## src/aac_audio_specific_config_parser_macros.svh

```systemverilog
// ----------------------------------------------------------------------------
// aac_audio_specific_config_parser_macros
// assertion macros for the audio specific config parser
// ----------------------------------------------------------------------------
`ifndef AAC_AUDIO_SPECIFIC_CONFIG_PARSER_MACROS_SVH
`define AAC_AUDIO_SPECIFIC_CONFIG_PARSER_MACROS_SVH

`ifndef SYNTHESIS
// same-cycle implication, sampled on clk, quiet during reset
`define AACASC_ASSERT_IMPLIES(lbl, ante, cons, msg) \
    lbl: assert property (@(posedge clk) disable iff (!rst_n) (ante) |-> (cons)) \
        else $error(msg);
// next-cycle implication
`define AACASC_ASSERT_NEXT(lbl, ante, cons, msg) \
    lbl: assert property (@(posedge clk) disable iff (!rst_n) (ante) |=> (cons)) \
        else $error(msg);
`else
`define AACASC_ASSERT_IMPLIES(lbl, ante, cons, msg)
`define AACASC_ASSERT_NEXT(lbl, ante, cons, msg)
`endif

`endif

```

## src/aacasc_pkg.sv

```systemverilog
// ----------------------------------------------------------------------------
// aacasc_pkg
// types, constants and tables shared by the audio specific config parser
// ----------------------------------------------------------------------------
package aacasc_pkg;

    localparam int MAX_CONFIG_BYTES = 16;
    localparam int ADDR_W  = $clog2(MAX_CONFIG_BYTES);
    localparam int COUNT_W = $clog2(MAX_CONFIG_BYTES + 1);
    localparam int POS_W   = COUNT_W + 3;
    localparam int LEN_W   = 5;
    localparam int ACC_W   = 24;

    localparam logic [COUNT_W-1:0] COUNT_MAX = COUNT_W'(MAX_CONFIG_BYTES);

    localparam logic [10:0] SYNC_SBR   = 11'h2b7;
    localparam logic [10:0] SYNC_PS    = 11'h548;
    localparam logic [4:0]  AOT_SBR    = 5'd5;
    localparam logic [4:0]  AOT_PS     = 5'd29;
    localparam logic [3:0]  IDX_ESCAPE = 4'hF;
    localparam logic [3:0]  NUM_RATES  = 4'd13;
    localparam logic [POS_W-1:0] SYNC_MIN_BITS = POS_W'(16);
    localparam logic [POS_W-1:0] PS_MIN_BITS   = POS_W'(12);

    localparam logic [2:0] ST_OK         = 3'd0;
    localparam logic [2:0] ST_TRUNCATED  = 3'd1;
    localparam logic [2:0] ST_UNSUP_TYPE = 3'd2;
    localparam logic [2:0] ST_BAD_FREQ   = 3'd3;
    localparam logic [2:0] ST_BAD_CHAN   = 3'd4;

    localparam logic [3:0] LAYOUT_MONO   = 4'd1;
    localparam logic [3:0] LAYOUT_STEREO = 4'd2;
    localparam logic [3:0] LAYOUT_UNSUP  = 4'd8;
    localparam logic [3:0] CHAN_CFG_MAX  = 4'd8;

    typedef struct packed {
        logic [7:0] config_byte;
        logic       last_byte;
    } in_item_t;

    typedef struct packed {
        logic [2:0]  status;
        logic [4:0]  object_type;
        logic [16:0] sample_rate;
        logic [23:0] extension_rate;
        logic        sbr_signalled;
        logic        ps_signalled;
        logic [3:0]  channel_layout;
    } out_item_t;

    typedef enum logic [4:0] {
        S_LOAD,
        S_START,
        S_CORE_TYPE,
        S_RATE_IDX,
        S_CHAN_CFG,
        S_EXT_IDX,
        S_EXT_ESC,
        S_CORE_TYPE2,
        S_CHECK_TYPE,
        S_GA_FLEN,
        S_GA_DEP,
        S_GA_DELAY,
        S_GA_EXT,
        S_GA_EXT3,
        S_SYNC_CHECK,
        S_SYNC_WORD,
        S_SYNC_TYPE,
        S_SBR_FLAG,
        S_SYNC_IDX,
        S_SYNC_ESC,
        S_PS_CHECK,
        S_PS_WORD,
        S_PS_FLAG,
        S_EVAL,
        S_FINISH
    } state_t;

    typedef struct packed {
        logic             start;
        logic             clear_count;
        logic             go;
        logic [LEN_W-1:0] len;
    } rd_cmd_t;

    typedef struct packed {
        logic             busy;
        logic             done;
        logic [ACC_W-1:0] value;
        logic [POS_W-1:0] bits_left;
    } rd_stat_t;

    function automatic logic [16:0] rate_hz(input logic [3:0] idx);
        logic [16:0] hz;
        case (idx)
            4'd0:    hz = 17'd96000;
            4'd1:    hz = 17'd88200;
            4'd2:    hz = 17'd64000;
            4'd3:    hz = 17'd48000;
            4'd4:    hz = 17'd44100;
            4'd5:    hz = 17'd32000;
            4'd6:    hz = 17'd24000;
            4'd7:    hz = 17'd22050;
            4'd8:    hz = 17'd16000;
            4'd9:    hz = 17'd12000;
            4'd10:   hz = 17'd11025;
            4'd11:   hz = 17'd8000;
            4'd12:   hz = 17'd7350;
            default: hz = 17'd0;
        endcase
        return hz;
    endfunction

    // bits read by each field state, zero for states that read nothing
    function automatic logic [LEN_W-1:0] field_len(input state_t s);
        logic [LEN_W-1:0] n;
        case (s)
            S_CORE_TYPE, S_CORE_TYPE2, S_SYNC_TYPE:       n = LEN_W'(5);
            S_RATE_IDX, S_CHAN_CFG, S_EXT_IDX, S_SYNC_IDX: n = LEN_W'(4);
            S_EXT_ESC, S_SYNC_ESC:                         n = LEN_W'(24);
            S_GA_DELAY:                                    n = LEN_W'(14);
            S_SYNC_WORD, S_PS_WORD:                        n = LEN_W'(11);
            S_GA_FLEN, S_GA_DEP, S_GA_EXT, S_GA_EXT3,
            S_SBR_FLAG, S_PS_FLAG:                         n = LEN_W'(1);
            default:                                       n = LEN_W'(0);
        endcase
        return n;
    endfunction

endpackage

```

## src/aac_audio_specific_config_parser.sv

```systemverilog
// bytes are taken one per cycle while byte_stall is low (the parser is loading); the last byte starts a parse
// the parse reads one bit per cycle through the serial bit reader, field by field
// the result sits in an output register, and the next config loads while it waits
// reset (rst_n low, asynchronous) empties the byte store count and the output register
// ----------------------------------------------------------------------------
// aac_audio_specific_config_parser
// parses one aac audio specific config into core and extension parameters
// ----------------------------------------------------------------------------
`include "aac_audio_specific_config_parser_macros.svh"

module aac_audio_specific_config_parser
    import aacasc_pkg::*;
(
    input  logic      clk,
    input  logic      rst_n,
    input  logic      byte_valid,
    output logic      byte_stall,
    input  in_item_t  byte_data,
    output logic      result_valid,
    input  logic      result_stall,
    output out_item_t result_data
);

    rd_cmd_t   cmd;
    rd_stat_t  stat;
    logic      byte_accept;
    logic      load;
    logic      out_free;
    out_item_t result;
    logic      result_valid_reg, result_valid_next;
    out_item_t result_data_reg;
    logic      res_ok;
    logic      res_err;
    logic      err_layout;
    logic      err_clear;
    logic      type_ok;
    logic      last_in;

    assign byte_accept = byte_valid && !byte_stall;
    assign out_free    = !result_valid_reg || !result_stall;

    aacasc_bit_reader u_reader
    (
        .clk     (clk),
        .rst_n   (rst_n),
        .wr_en   (byte_accept),
        .wr_data (byte_data.config_byte),
        .cmd     (cmd),
        .stat    (stat)
    );

    aacasc_parse_fsm u_fsm
    (
        .clk         (clk),
        .rst_n       (rst_n),
        .byte_accept (byte_accept),
        .last_byte   (byte_data.last_byte),
        .stat        (stat),
        .out_free    (out_free),
        .byte_stall  (byte_stall),
        .cmd         (cmd),
        .load        (load),
        .result      (result)
    );

    // output register, filled when it is empty or its previous result is being transferred
    always_comb
    begin
        result_valid_next = result_valid_reg;
        if (load)
        begin
            result_valid_next = 1'b1;
        end
        else if (!result_stall)
        begin
            result_valid_next = 1'b0;
        end
    end

    always_ff @(posedge clk or negedge rst_n)
    begin
        if (!rst_n)
        begin
            result_valid_reg <= 1'b0;
        end
        else
        begin
            result_valid_reg <= result_valid_next;
        end
    end

    always_ff @(posedge clk)
    begin
        if (load)
        begin
            result_data_reg <= result;
        end
    end

    assign result_valid = result_valid_reg;
    assign result_data  = result_data_reg;

    assign res_ok     = result_valid && (result_data.status == ST_OK);
    assign res_err    = result_valid && (result_data.status != ST_OK);
    assign err_layout = (result_data.channel_layout == LAYOUT_UNSUP);
    assign err_clear  = (result_data.object_type == 5'd0) && (result_data.sample_rate == 17'd0)
                        && (result_data.extension_rate == 24'd0)
                        && !result_data.sbr_signalled && !result_data.ps_signalled;
    assign type_ok    = (result_data.object_type >= 5'd1) && (result_data.object_type <= 5'd4);
    assign last_in    = byte_accept && byte_data.last_byte;

    `AACASC_ASSERT_IMPLIES(a_err_layout, res_err, err_layout, "error result, layout not 8")
    `AACASC_ASSERT_IMPLIES(a_err_zero, res_err, err_clear, "error result with nonzero fields")
    `AACASC_ASSERT_IMPLIES(a_ok_type, res_ok, type_ok, "ok result with bad object type")
    `AACASC_ASSERT_NEXT(a_last_stalls, last_in, byte_stall, "no stall after last byte")

endmodule

```

## src/aacasc_bit_reader.sv

```systemverilog
// ----------------------------------------------------------------------------
// aacasc_bit_reader
// byte store and msb-first serial bit reader, one bit per cycle
// ----------------------------------------------------------------------------
module aacasc_bit_reader
    import aacasc_pkg::*;
(
    input  logic       clk,
    input  logic       rst_n,
    input  logic       wr_en,
    input  logic [7:0] wr_data,
    input  rd_cmd_t    cmd,
    output rd_stat_t   stat
);

    logic [7:0]         mem [MAX_CONFIG_BYTES];
    logic [7:0]         rd_reg;
    logic [7:0]         sh_reg, sh_next;
    logic [COUNT_W-1:0] count_reg, count_next;
    logic [POS_W-1:0]   pos_reg, pos_next;
    logic [LEN_W-1:0]   left_reg, left_next;
    logic               busy_reg, busy_next;
    logic               done_reg, done_next;
    logic [ACC_W-1:0]   acc_reg, acc_next;
    logic               byte_start;
    logic               cur_bit;
    logic [7:0]         src_byte;
    logic [POS_W-1:0]   total;
    logic               store_en;

    // rd_reg always holds the byte at pos_reg, fetched with the next position
    always_comb
    begin
        byte_start = (pos_reg[2:0] == 3'd0);
        src_byte   = byte_start ? rd_reg : sh_reg;
        cur_bit    = src_byte[7];
        store_en   = wr_en && (count_reg < COUNT_MAX);
        total      = {count_reg, 3'b000};

        count_next = count_reg;
        if (cmd.clear_count)
        begin
            count_next = '0;
        end
        else if (store_en)
        begin
            count_next = count_reg + COUNT_W'(1);
        end

        pos_next  = pos_reg;
        left_next = left_reg;
        busy_next = busy_reg;
        done_next = 1'b0;
        acc_next  = acc_reg;
        sh_next   = sh_reg;
        if (cmd.start)
        begin
            pos_next  = '0;
            busy_next = 1'b0;
        end
        else if (busy_reg)
        begin
            pos_next  = pos_reg + POS_W'(1);
            acc_next  = {acc_reg[ACC_W-2:0], cur_bit};
            sh_next   = {src_byte[6:0], 1'b0};
            left_next = left_reg - LEN_W'(1);
            if (left_reg == LEN_W'(1))
            begin
                busy_next = 1'b0;
                done_next = 1'b1;
            end
        end
        else if (cmd.go)
        begin
            busy_next = 1'b1;
            left_next = cmd.len;
            acc_next  = '0;
        end
    end

    always_ff @(posedge clk)
    begin
        if (store_en)
        begin
            mem[count_reg[ADDR_W-1:0]] <= wr_data;
        end
        rd_reg  <= mem[pos_next[ADDR_W+2:3]];
        sh_reg  <= sh_next;
        acc_reg <= acc_next;
    end

    always_ff @(posedge clk or negedge rst_n)
    begin
        if (!rst_n)
        begin
            count_reg <= '0;
            pos_reg   <= '0;
            left_reg  <= '0;
            busy_reg  <= 1'b0;
            done_reg  <= 1'b0;
        end
        else
        begin
            count_reg <= count_next;
            pos_reg   <= pos_next;
            left_reg  <= left_next;
            busy_reg  <= busy_next;
            done_reg  <= done_next;
        end
    end

    always_comb
    begin
        stat.busy      = busy_reg;
        stat.done      = done_reg;
        stat.value     = acc_reg;
        stat.bits_left = (total > pos_reg) ? (total - pos_reg) : '0;
    end

endmodule

```

## src/aacasc_parse_fsm.sv

```systemverilog
// ----------------------------------------------------------------------------
// aacasc_parse_fsm
// sequencer that walks the config fields through the bit reader
// ----------------------------------------------------------------------------
module aacasc_parse_fsm
    import aacasc_pkg::*;
(
    input  logic      clk,
    input  logic      rst_n,
    input  logic      byte_accept,
    input  logic      last_byte,
    input  rd_stat_t  stat,
    input  logic      out_free,
    output logic      byte_stall,
    output rd_cmd_t   cmd,
    output logic      load,
    output out_item_t result
);

    state_t       state_reg, state_next;
    logic         phase_reg, phase_next;
    logic [4:0]   core_type_reg, core_type_next;
    logic [3:0]   rate_idx_reg, rate_idx_next;
    logic [3:0]   chan_reg, chan_next;
    logic [4:0]   ext_type_reg, ext_type_next;
    logic [3:0]   ext_idx_reg, ext_idx_next;
    logic         ext_present_reg, ext_present_next;
    logic [23:0]  ext_explicit_reg, ext_explicit_next;
    logic         ps_reg, ps_next;
    logic [2:0]   status_reg, status_next;
    logic [3:0]   layout_reg, layout_next;
    logic [LEN_W-1:0] len;
    logic         short;
    logic         is_ga;
    logic [ACC_W-1:0] v;

    always_comb
    begin
        len   = field_len(state_reg);
        short = stat.bits_left < {{(POS_W-LEN_W){1'b0}}, len};
        is_ga = (state_reg inside {S_GA_FLEN, S_GA_DEP, S_GA_DELAY, S_GA_EXT, S_GA_EXT3});
        v     = stat.value;
    end

    // next state
    always_comb
    begin
        state_next        = state_reg;
        phase_next        = phase_reg;
        core_type_next    = core_type_reg;
        rate_idx_next     = rate_idx_reg;
        chan_next         = chan_reg;
        ext_type_next     = ext_type_reg;
        ext_idx_next      = ext_idx_reg;
        ext_present_next  = ext_present_reg;
        ext_explicit_next = ext_explicit_reg;
        ps_next           = ps_reg;
        status_next       = status_reg;
        layout_next       = layout_reg;

        case (state_reg)
            S_LOAD:
            begin
                if (byte_accept && last_byte)
                begin
                    state_next = S_START;
                end
            end
            S_START:
            begin
                core_type_next    = '0;
                rate_idx_next     = '0;
                chan_next         = '0;
                ext_type_next     = '0;
                ext_idx_next      = '0;
                ext_present_next  = 1'b0;
                ext_explicit_next = '0;
                ps_next           = 1'b0;
                status_next       = ST_OK;
                layout_next       = '0;
                phase_next        = 1'b0;
                state_next        = S_CORE_TYPE;
            end
            S_CHECK_TYPE:
            begin
                if (!(core_type_reg inside {[5'd1:5'd4]}))
                begin
                    status_next = ST_UNSUP_TYPE;
                    state_next  = S_FINISH;
                end
                else
                begin
                    state_next = S_GA_FLEN;
                end
            end
            S_SYNC_CHECK:
            begin
                if (ext_type_reg != AOT_SBR && stat.bits_left >= SYNC_MIN_BITS)
                begin
                    state_next = S_SYNC_WORD;
                end
                else
                begin
                    state_next = S_EVAL;
                end
            end
            S_PS_CHECK:
            begin
                state_next = (stat.bits_left >= PS_MIN_BITS) ? S_PS_WORD : S_EVAL;
            end
            S_EVAL:
            begin
                state_next = S_FINISH;
                if (rate_idx_reg >= NUM_RATES)
                begin
                    status_next = ST_BAD_FREQ;
                end
                else if (ext_explicit_reg == 24'd0 && ext_present_reg
                         && ext_idx_reg >= NUM_RATES)
                begin
                    status_next = ST_BAD_FREQ;
                end
                else if (ps_reg && chan_reg == LAYOUT_MONO)
                begin
                    layout_next = LAYOUT_STEREO;
                end
                else if (chan_reg >= CHAN_CFG_MAX)
                begin
                    status_next = ST_BAD_CHAN;
                end
                else
                begin
                    layout_next = chan_reg;
                end
            end
            S_FINISH:
            begin
                if (out_free)
                begin
                    state_next = S_LOAD;
                end
            end
            default:
            begin
                // field states: check the bit supply, then wait for the read
                if (!phase_reg)
                begin
                    if (short)
                    begin
                        if (is_ga)
                        begin
                            state_next = S_SYNC_CHECK;
                        end
                        else
                        begin
                            status_next = ST_TRUNCATED;
                            state_next  = S_FINISH;
                        end
                    end
                    else
                    begin
                        phase_next = 1'b1;
                    end
                end
                else if (stat.done)
                begin
                    phase_next = 1'b0;
                    case (state_reg)
                        S_CORE_TYPE:
                        begin
                            core_type_next = v[4:0];
                            state_next     = S_RATE_IDX;
                        end
                        S_RATE_IDX:
                        begin
                            rate_idx_next = v[3:0];
                            state_next    = S_CHAN_CFG;
                        end
                        S_CHAN_CFG:
                        begin
                            chan_next = v[3:0];
                            if (core_type_reg == AOT_SBR || core_type_reg == AOT_PS)
                            begin
                                ps_next       = (core_type_reg == AOT_PS);
                                ext_type_next = AOT_SBR;
                                state_next    = S_EXT_IDX;
                            end
                            else
                            begin
                                state_next = S_CHECK_TYPE;
                            end
                        end
                        S_EXT_IDX:
                        begin
                            ext_idx_next     = v[3:0];
                            ext_present_next = 1'b1;
                            state_next = (v[3:0] == IDX_ESCAPE) ? S_EXT_ESC : S_CORE_TYPE2;
                        end
                        S_EXT_ESC:
                        begin
                            ext_explicit_next = v[23:0];
                            state_next        = S_CORE_TYPE2;
                        end
                        S_CORE_TYPE2:
                        begin
                            core_type_next = v[4:0];
                            state_next     = S_CHECK_TYPE;
                        end
                        S_GA_FLEN:
                        begin
                            state_next = S_GA_DEP;
                        end
                        S_GA_DEP:
                        begin
                            state_next = v[0] ? S_GA_DELAY : S_GA_EXT;
                        end
                        S_GA_DELAY:
                        begin
                            state_next = S_GA_EXT;
                        end
                        S_GA_EXT:
                        begin
                            state_next = v[0] ? S_GA_EXT3 : S_SYNC_CHECK;
                        end
                        S_GA_EXT3:
                        begin
                            state_next = S_SYNC_CHECK;
                        end
                        S_SYNC_WORD:
                        begin
                            state_next = (v[10:0] == SYNC_SBR) ? S_SYNC_TYPE : S_EVAL;
                        end
                        S_SYNC_TYPE:
                        begin
                            ext_type_next = v[4:0];
                            state_next    = (v[4:0] == AOT_SBR) ? S_SBR_FLAG : S_EVAL;
                        end
                        S_SBR_FLAG:
                        begin
                            state_next = v[0] ? S_SYNC_IDX : S_EVAL;
                        end
                        S_SYNC_IDX:
                        begin
                            ext_idx_next     = v[3:0];
                            ext_present_next = 1'b1;
                            state_next = (v[3:0] == IDX_ESCAPE) ? S_SYNC_ESC : S_PS_CHECK;
                        end
                        S_SYNC_ESC:
                        begin
                            ext_explicit_next = v[23:0];
                            state_next        = S_PS_CHECK;
                        end
                        S_PS_WORD:
                        begin
                            state_next = (v[10:0] == SYNC_PS) ? S_PS_FLAG : S_EVAL;
                        end
                        S_PS_FLAG:
                        begin
                            ps_next    = v[0];
                            state_next = S_EVAL;
                        end
                        default:
                        begin
                            state_next = S_FINISH;
                        end
                    endcase
                end
            end
        endcase
    end

    // outputs
    always_comb
    begin
        byte_stall      = (state_reg != S_LOAD);
        load            = (state_reg == S_FINISH) && out_free;
        cmd.start       = (state_reg == S_START);
        cmd.clear_count = load;
        cmd.go          = (len != LEN_W'(0)) && !phase_reg && !short;
        cmd.len         = len;

        result = '0;
        result.status = status_reg;
        if (status_reg != ST_OK)
        begin
            result.channel_layout = LAYOUT_UNSUP;
        end
        else
        begin
            result.object_type = core_type_reg;
            result.sample_rate = rate_hz(rate_idx_reg);
            if (ext_explicit_reg != 24'd0)
            begin
                result.extension_rate = ext_explicit_reg;
            end
            else if (ext_present_reg)
            begin
                result.extension_rate = {7'd0, rate_hz(ext_idx_reg)};
            end
            result.sbr_signalled  = (ext_type_reg == AOT_SBR);
            result.ps_signalled   = ps_reg;
            result.channel_layout = layout_reg;
        end
    end

    always_ff @(posedge clk or negedge rst_n)
    begin
        if (!rst_n)
        begin
            state_reg        <= S_LOAD;
            phase_reg        <= 1'b0;
            core_type_reg    <= '0;
            rate_idx_reg     <= '0;
            chan_reg         <= '0;
            ext_type_reg     <= '0;
            ext_idx_reg      <= '0;
            ext_present_reg  <= 1'b0;
            ext_explicit_reg <= '0;
            ps_reg           <= 1'b0;
            status_reg       <= ST_OK;
            layout_reg       <= '0;
        end
        else
        begin
            state_reg        <= state_next;
            phase_reg        <= phase_next;
            core_type_reg    <= core_type_next;
            rate_idx_reg     <= rate_idx_next;
            chan_reg         <= chan_next;
            ext_type_reg     <= ext_type_next;
            ext_idx_reg      <= ext_idx_next;
            ext_present_reg  <= ext_present_next;
            ext_explicit_reg <= ext_explicit_next;
            ps_reg           <= ps_next;
            status_reg       <= status_next;
            layout_reg       <= layout_next;
        end
    end

endmodule

```

## config.mk

```make
export PLATFORM = sky130hd
export DESIGN_NAME = aac_audio_specific_config_parser
export DESIGN_NICKNAME = d
export VERILOG_FILES = /design/src/aacasc_pkg.sv /design/src/aac_audio_specific_config_parser.sv /design/src/aacasc_bit_reader.sv /design/src/aacasc_parse_fsm.sv
export VERILOG_INCLUDE_DIRS = /design/src /design/src/src
export SDC_FILE = /design/constraint.sdc
export NUM_CORES = 1
export LEC_CHECK = 0
export ABC_AREA = 1
export BUFFER_PORTS_ARGS = -buffer_cell sky130_fd_sc_hd__buf_2
export CORE_MARGIN = 5
export CORE_UTILIZATION = 45
export CTS_CLUSTER_DIAMETER = 80
export DETAILED_ROUTE_END_ITERATION = 10
export GPL_TIMING_DRIVEN = 0
export PLACE_DENSITY = 0.65
export RECOVER_POWER = 50
export SYNTH_ARGS = -nofsm -noshare
export SYNTH_HDL_FRONTEND = slang
export SYNTH_HIERARCHICAL = 1
export SYNTH_SLANG_ARGS = --single-unit
```

## constraint.sdc

```tcl
create_clock -name clk -period 11.8 [get_ports clk]
set_clock_uncertainty 0.1 [all_clocks]
set_input_delay 0.59 -clock clk [delete_from_list [all_inputs] [get_ports clk]]
set_output_delay 0.59 -clock clk [all_outputs]
set_load 0.02 [all_outputs]
```

==> impl_metrics.env, run 1 <==
export IMPL_tightest_slew_ns=2.66
export IMPL_antenna_left=0
export IMPL_p_leak_nw=7.46
export IMPL_clock_latency_ns=0.53
export IMPL_p_clk_share_pct=22.5
export IMPL_violations="capacitance limit, slew limit"
export IMPL_path_depth=3
export IMPL_wl_um=37000
export IMPL_utilization_pct=51.1
export IMPL_crit_top_cell="clkbuf_1"
export IMPL_core_region_area_sq_um=33400
export IMPL_die_w_um=193
export IMPL_power_frac_seq_pct=34.5
export IMPL_hold_path_class="in2reg"
export IMPL_regArea_sq_um=8640
export IMPL_vias_per_cell=5.20
export IMPL_grt_overflow_total=0
export IMPL_num_antenna_cells=0
export IMPL_port_buffers=69
export IMPL_ctsResizeCount=0
export IMPL_post_place_ws_ns=7.83
export IMPL_syn_nets=1680
export IMPL_worstHoldPathCells=3
export IMPL_drc_errors=0
export IMPL_multi_input_area_sq_um=4960
export IMPL_finalSetupViolations=0
export IMPL_path_clk_slew_ns=0.06
export IMPL_drv_slew=85
export IMPL_cp_max_fo=50
export IMPL_grt_first_pass_wirelength_um=59600
export IMPL_power_density_nw_per_um2=264
export IMPL_largest_reg_flops=128
export IMPL_drive_gt1_share_pct=8.84
export IMPL_dr_pass1_iters=5
export IMPL_dr_first_iter_drc_count=1026
export IMPL_finalHoldViolCount=0
export IMPL_syn_area_per_cell_sq_um=9.29
export IMPL_p_sw_w=0.00187
export IMPL_cts_hold_buf=1
export IMPL_start_util_pct=45.4
export IMPL_cpLargestDelayFamily="buffers and inverters"
export IMPL_maxCapViolations=2
export IMPL_tns_ns=0
export IMPL_num_nets_final=1789
export IMPL_die_area_sq_um=37400
export IMPL_critPathArrivalTime_ns=4.47
export IMPL_area_growth_synth_to_final_pct=12.7
export IMPL_path_cells="dlygate4sd3_1 -> clkbuf_1 -> clkbuf_1"
export IMPL_ys_warn_count=6
export IMPL_crit_required_ns=11.75
export IMPL_die_height_um=193
export IMPL_place_congestion=0.917
export IMPL_end_kind="asynchronous set/reset pin"
export IMPL_crit_path_start_kind="input port"
export IMPL_slowest_delay_ns=1.97
export IMPL_rows=67
export IMPL_ir_drop_mv=0.134
export IMPL_cts_tree="yes"
export IMPL_vias=11508
export IMPL_antenna_found_initial=0
export IMPL_htree_levels=2
export IMPL_rr_worst_depth=22
export IMPL_crit_slowest_cell="clkbuf_1"
export IMPL_grt_max_degree=51
export IMPL_cts_buffers_inserted=35
export IMPL_rsz0062_at_grt="no"
export IMPL_postCtsSetupBuffers=0
export IMPL_avgRoutedWirePerCell_um=16.7
export IMPL_cts_buffer_depth=3
export IMPL_place_hpwl_um=26500
export IMPL_cts_root_buffer="clkbuf_16"
export IMPL_clock_fmax_mhz=221
export IMPL_hold_ws_ns=0.200
export IMPL_min_period_over_period_pct=38.4
export IMPL_io_pins=70
export IMPL_internal_power_w=0.00262
export IMPL_crit_type="in2async"
export IMPL_grt_total_usage_pct=19.4
export IMPL_share_comb_of_total_power_pct=43.0
export IMPL_total_power_w=0.00450
export IMPL_power_switching_share_pct=41.7
export IMPL_fillers=3177
export IMPL_status="finished with violations"
export IMPL_clkSinkCount=304
export IMPL_finalCriticalPeriod_ns=4.53
export IMPL_syn_inst=1630
export IMPL_slew_headroom_pct=-77.5
export IMPL_syn_area_sq_um=15100
export IMPL_cp_buffers_inverters=3
export IMPL_layout_setup_ws_ns=7.27
export IMPL_grt_pass1_vias=11141
power by group through the flow:
| stage | logic, W | registers [W] | clock network [W] |
|---|---|---|---|
| 4_1_cts | 0.00194 | 0.00155 | 0.00104 |
| 6_report | 0.00193 | 0.00155 | 0.00101 |
| 3_3_place_gp | 0.00190 | 0.00157 | 0 |
| 5_1_grt | 0.00218 | 0.00158 | 0.00109 |
| 3_5_place_dp | 0.00193 | 0.00157 | 0 |
| 2_1_floorplan | 0.00134 | 0.00160 | 0 |
worst register-to-register path, stage by stage (launching register included):
cell      delay, ns
dfrtp_1        0.45
ha_1           0.37
nand3_1        0.12
nand2_1        0.09
a21oi_1        0.23
nor2_1         0.07
nor2_1         0.10
o21bai_1       0.08
nand2_1        0.21
nor2_1         0.09
ha_1           0.30
nand2_1        0.05
inv_1          0.04
nand2_1        0.04
nand2_1        0.07
nand2_1        0.08
nand2_1        0.09
nand2_1        0.08
a31oi_1        0.17
o21ai_0        0.18
inv_2          0.52
o21ai_0        0.18
o21ai_0        0.18
metal layers:
metal | part of all wire [%] | wire length [um] | GRT usage (%)
met5 | 0 | 0 | 0
met3 | 5.4 | 2010 | 3.18
met2 | 50 | 18300 | 34.1
met4 | 3.2 | 1190 | 6.35
met1 | 42 | 15400 | 24.7
cell usage in the layout (no fill, tap or decap), drive strengths merged, types with 11 or more instances in the layout:
cell type / instances
clkbuf: 132
nand3: 179
nand4: 76
ha: 37
o21ai: 78
nand2: 302
clkinv: 11
a21oi: 42
nor2: 158
buf: 52
dfrtp: 82
inv: 308
nor3: 25
edfxtp: 214
cell type report:
| cell class | instances | area share [%] |
|---|---|---|
| Clock inverter | 15 | 0.785 |
| Tap cell | 448 | 3.29 |
| Timing Repair Buffer | 72 | 1.75 |
| Buffer | 66 | 2.24 |
| Clock buffer | 47 | 5.46 |
| Inverter | 308 | 6.82 |
| Sequential cell | 304 | 50.6 |
| Multi-Input combinational cell | 952 | 29.0 |
worst paths after layout:
path / start / to / slack [ns]
worst max-delay path: rst_n / u_fsm/ext_explicit_reg[3]$_DFFE_PN0P_ / 7.27
worst min-delay path: result_stall / result_valid$_DFFE_PN0P_ / 0.20
worst max register to register: u_reader/count_reg[0]$_DFFE_PN0P_ / u_reader/left_reg[2]$_DFFE_PN0P_ / 7.82
worst min register to register: u_reader/pos_reg[7]$_DFFE_PN0P_ / u_reader/pos_reg[7]$_DFFE_PN0P_ / 0.37
max in group clk: u_reader/count_reg[0]$_DFFE_PN0P_ / u_reader/left_reg[2]$_DFFE_PN0P_ / 7.82
min in group asynchronous: rst_n / u_fsm/ext_explicit_reg[17]$_DFFE_PN0P_ / 1.04
through the flow:
step | instances | area (sq um)
5_1_grt | 2212 | 17100
3_5_place_dp | 2149 | 16100
6_report | 2212 | 17100
3_3_place_gp | 2147 | 16000
2_1_floorplan | 1630 | 15100
4_1_cts | 2212 | 17200
Note: power is estimated with default switching activity, not from simulation.
==> inputs of run 2 (changes only) <==
clock period = 4.5 ns   (was 11.8 ns; I/O delays follow)
==> impl_metrics.env, run 2 (synthesized netlist as in run 1, its figures left out) <==
export IMPL_hold_start="byte_data[0]"
export IMPL_area_growth_synth_to_final_pct=12.8
export IMPL_io_pins=70
export IMPL_cts_buffer_depth=3
export IMPL_grt_overflow_total=0
export IMPL_power_density_nw_per_um2=691
export IMPL_vias=11491
export IMPL_utilization_pct=51.2
export IMPL_drc_errors=0
export IMPL_clock_fmax_mhz=253
export IMPL_post_place_ws_ns=0.529
export IMPL_rrSetupSlack_ns=0.55
export IMPL_grt_first_pass_wirelength_um=59600
export IMPL_finalCriticalPeriod_ns=3.95
export IMPL_place_hpwl_um=26500
export IMPL_total_power_w=0.0118
export IMPL_rows=67
export IMPL_path_cells="inv_1 -> ha_1 -> inv_1 -> nor2_1 -> inv_1 -> nor2_1 -> nor2_1 -> inv_1 -> nor2_1 -> ha_1 -> a21oi_1 -> nand2_1 -> nand2_1 -> nand2_1 -> nand2_1 -> a31oi_1 -> o21ai_0 -> inv_4 -> o211ai_1 -> o21ai_0"
export IMPL_critPathArrivalTime_ns=4.23
export IMPL_largest_reg_flops=128
export IMPL_rsz0062_at_grt="no"
export IMPL_layout_commonest_cell="inv_1"
export IMPL_cts_root_buffer="clkbuf_16"
export IMPL_cp_max_fo=33
export IMPL_hold_path_class="in2reg"
export IMPL_drv_slew=34
export IMPL_share_comb_of_total_power_pct=43.0
export IMPL_drive_gt1_share_pct=8.90
export IMPL_fillers=3181
export IMPL_grt_total_usage_pct=19.4
export IMPL_finalHoldViolCount=0
export IMPL_cp_buffers_inverters=5
export IMPL_p_clk_share_pct=22.5
export IMPL_cts_tree="yes"
export IMPL_slowest_delay_ns=0.46
export IMPL_crit_type="reg2reg"
export IMPL_antenna_left=0
export IMPL_place_congestion=0.917
export IMPL_cts_buffers_inserted=35
export IMPL_path_clk_slew_ns=0.06
export IMPL_finalSetupViolations=0
export IMPL_power_switching_share_pct=41.7
export IMPL_end_kind="flip-flop"
export IMPL_regArea_sq_um=8640
export IMPL_cpLargestDelayFamily="simple AND/OR/NAND/NOR gates"
export IMPL_power_frac_seq_pct=34.5
export IMPL_crit_slowest_cell="o21ai_0"
export IMPL_grt_pass1_vias=11141
export IMPL_vias_per_cell=5.19
export IMPL_crit_required_ns=4.78
export IMPL_dpl_instance_area_sq_um=16100
export IMPL_setup_worst_path_start="u_fsm/state_reg[0]$_DFFE_PN0P_"
export IMPL_grt_max_degree=51
export IMPL_p_leak_nw=7.47
export IMPL_htree_levels=2
export IMPL_design_area_sq_um=17100
export IMPL_drt_met1_wl_um=15300
export IMPL_tightest_slew_ns=1.88
export IMPL_internal_power_w=0.00688
export IMPL_clock_latency_ns=0.52
export IMPL_port_buffers=69
export IMPL_violations="capacitance limit, slew limit"
export IMPL_dr_wl_met3_um=2240
export IMPL_wl_met2_um=18300
export IMPL_die_area_sq_um=37400
export IMPL_antenna_found_initial=0
export IMPL_clkSinkCount=304
export IMPL_dr_pass1_iters=7
export IMPL_wl_um=37000
export IMPL_tns_ns=0
export IMPL_p_sw_w=0.00492
export IMPL_r2r_start="u_fsm/state_reg[0]$_DFFE_PN0P_"
export IMPL_die_height_um=193
export IMPL_highest_layer="met4"
export IMPL_die_w_um=193
export IMPL_maxCapViolations=1
export IMPL_slew_headroom_pct=-25.4
export IMPL_avgRoutedWirePerCell_um=16.7
export IMPL_status="finished with violations"
export IMPL_ir_drop_mv=0.350
export IMPL_core_region_area_sq_um=33400
export IMPL_num_antenna_cells=0
export IMPL_min_period_over_period_pct=87.8
export IMPL_layout_common_cells="inv_1 (295), nand2_1 (294), edfxtp_1 (214)"
export IMPL_multi_input_area_sq_um=4960
export IMPL_dr_first_iter_drc_count=1005
export IMPL_crit_path_start_kind="flip-flop"
export IMPL_num_nets_final=1790
export IMPL_layout_setup_ws_ns=0.549
export IMPL_start_util_pct=45.4
[run 2: tightest hold or removal path: cells and delay by family]
family                 cells  cell delay (ns)
AOI/OAI and AO/OA          1             0.06
buffers and inverters      2             0.20
and+or+nand+nor            4             0.24
[run 2: layout make-up]
type | instances | share of cell area [%]
inverters | 308 | 6.83
well taps | 448 | 3.28
plain buffers | 66 | 2.23
multi-input cells | 952 | 29.0
clock buffers | 47 | 5.45
clock inverters | 15 | 0.784
flip-flops and latches | 304 | 50.6
repair buffers | 73 | 1.81
[run 2: routing by layer]
metal / GRT usage (%) / up-vias
met5: 0 / -
met1: 24.7 / 5408
li1: - / 5614
met2: 34.1 / 393
met4: 6.35 / 0
met3: 3.18 / 76
[run 2: power groups by stage]
stage | sequential [W] | combinational, W | clock [W]
final | 0.00407 | 0.00507 | 0.00265
after global routing | 0.00413 | 0.00572 | 0.00285
after CTS | 0.00407 | 0.00509 | 0.00272
after detailed placement | 0.00412 | 0.00505 | 0
after global placement | 0.00412 | 0.00497 | 0
after floorplan | 0.00418 | 0.00352 | 0
[run 2: metrics by stage]
step,hold WS (ns),cells
4_1_cts,0.0324,2213
2_1_floorplan,-0.171,1630
3_5_place_dp,0.116,2149
6_report,0.151,2213
5_1_grt,0.204,2213
3_3_place_gp,0.356,2147
[run 2: worst paths after layout]
kind	endpoint	cells after the start
setup / recovery	u_reader/left_reg[1]$_DFFE_PN0P_	20
hold / removal	u_fsm/state_reg[4]$_DFFE_PN0P_	7
setup reg to reg	u_reader/left_reg[1]$_DFFE_PN0P_	20
hold reg to reg	u_reader/pos_reg[7]$_DFFE_PN0P_	1
max in group asynchronous	u_fsm/ext_explicit_reg[3]$_DFFE_PN0P_	3
min in group asynchronous	u_fsm/ext_explicit_reg[17]$_DFFE_PN0P_	2
[run 2: repair_timing]
item | CTS | global route
setup endpoints to repair | 0 | 1
endpoints found under the hold margin | 83 | 0
hold buffers | 2 | 0
setup buffers | 0 | 0
resized for setup | 0 | 2
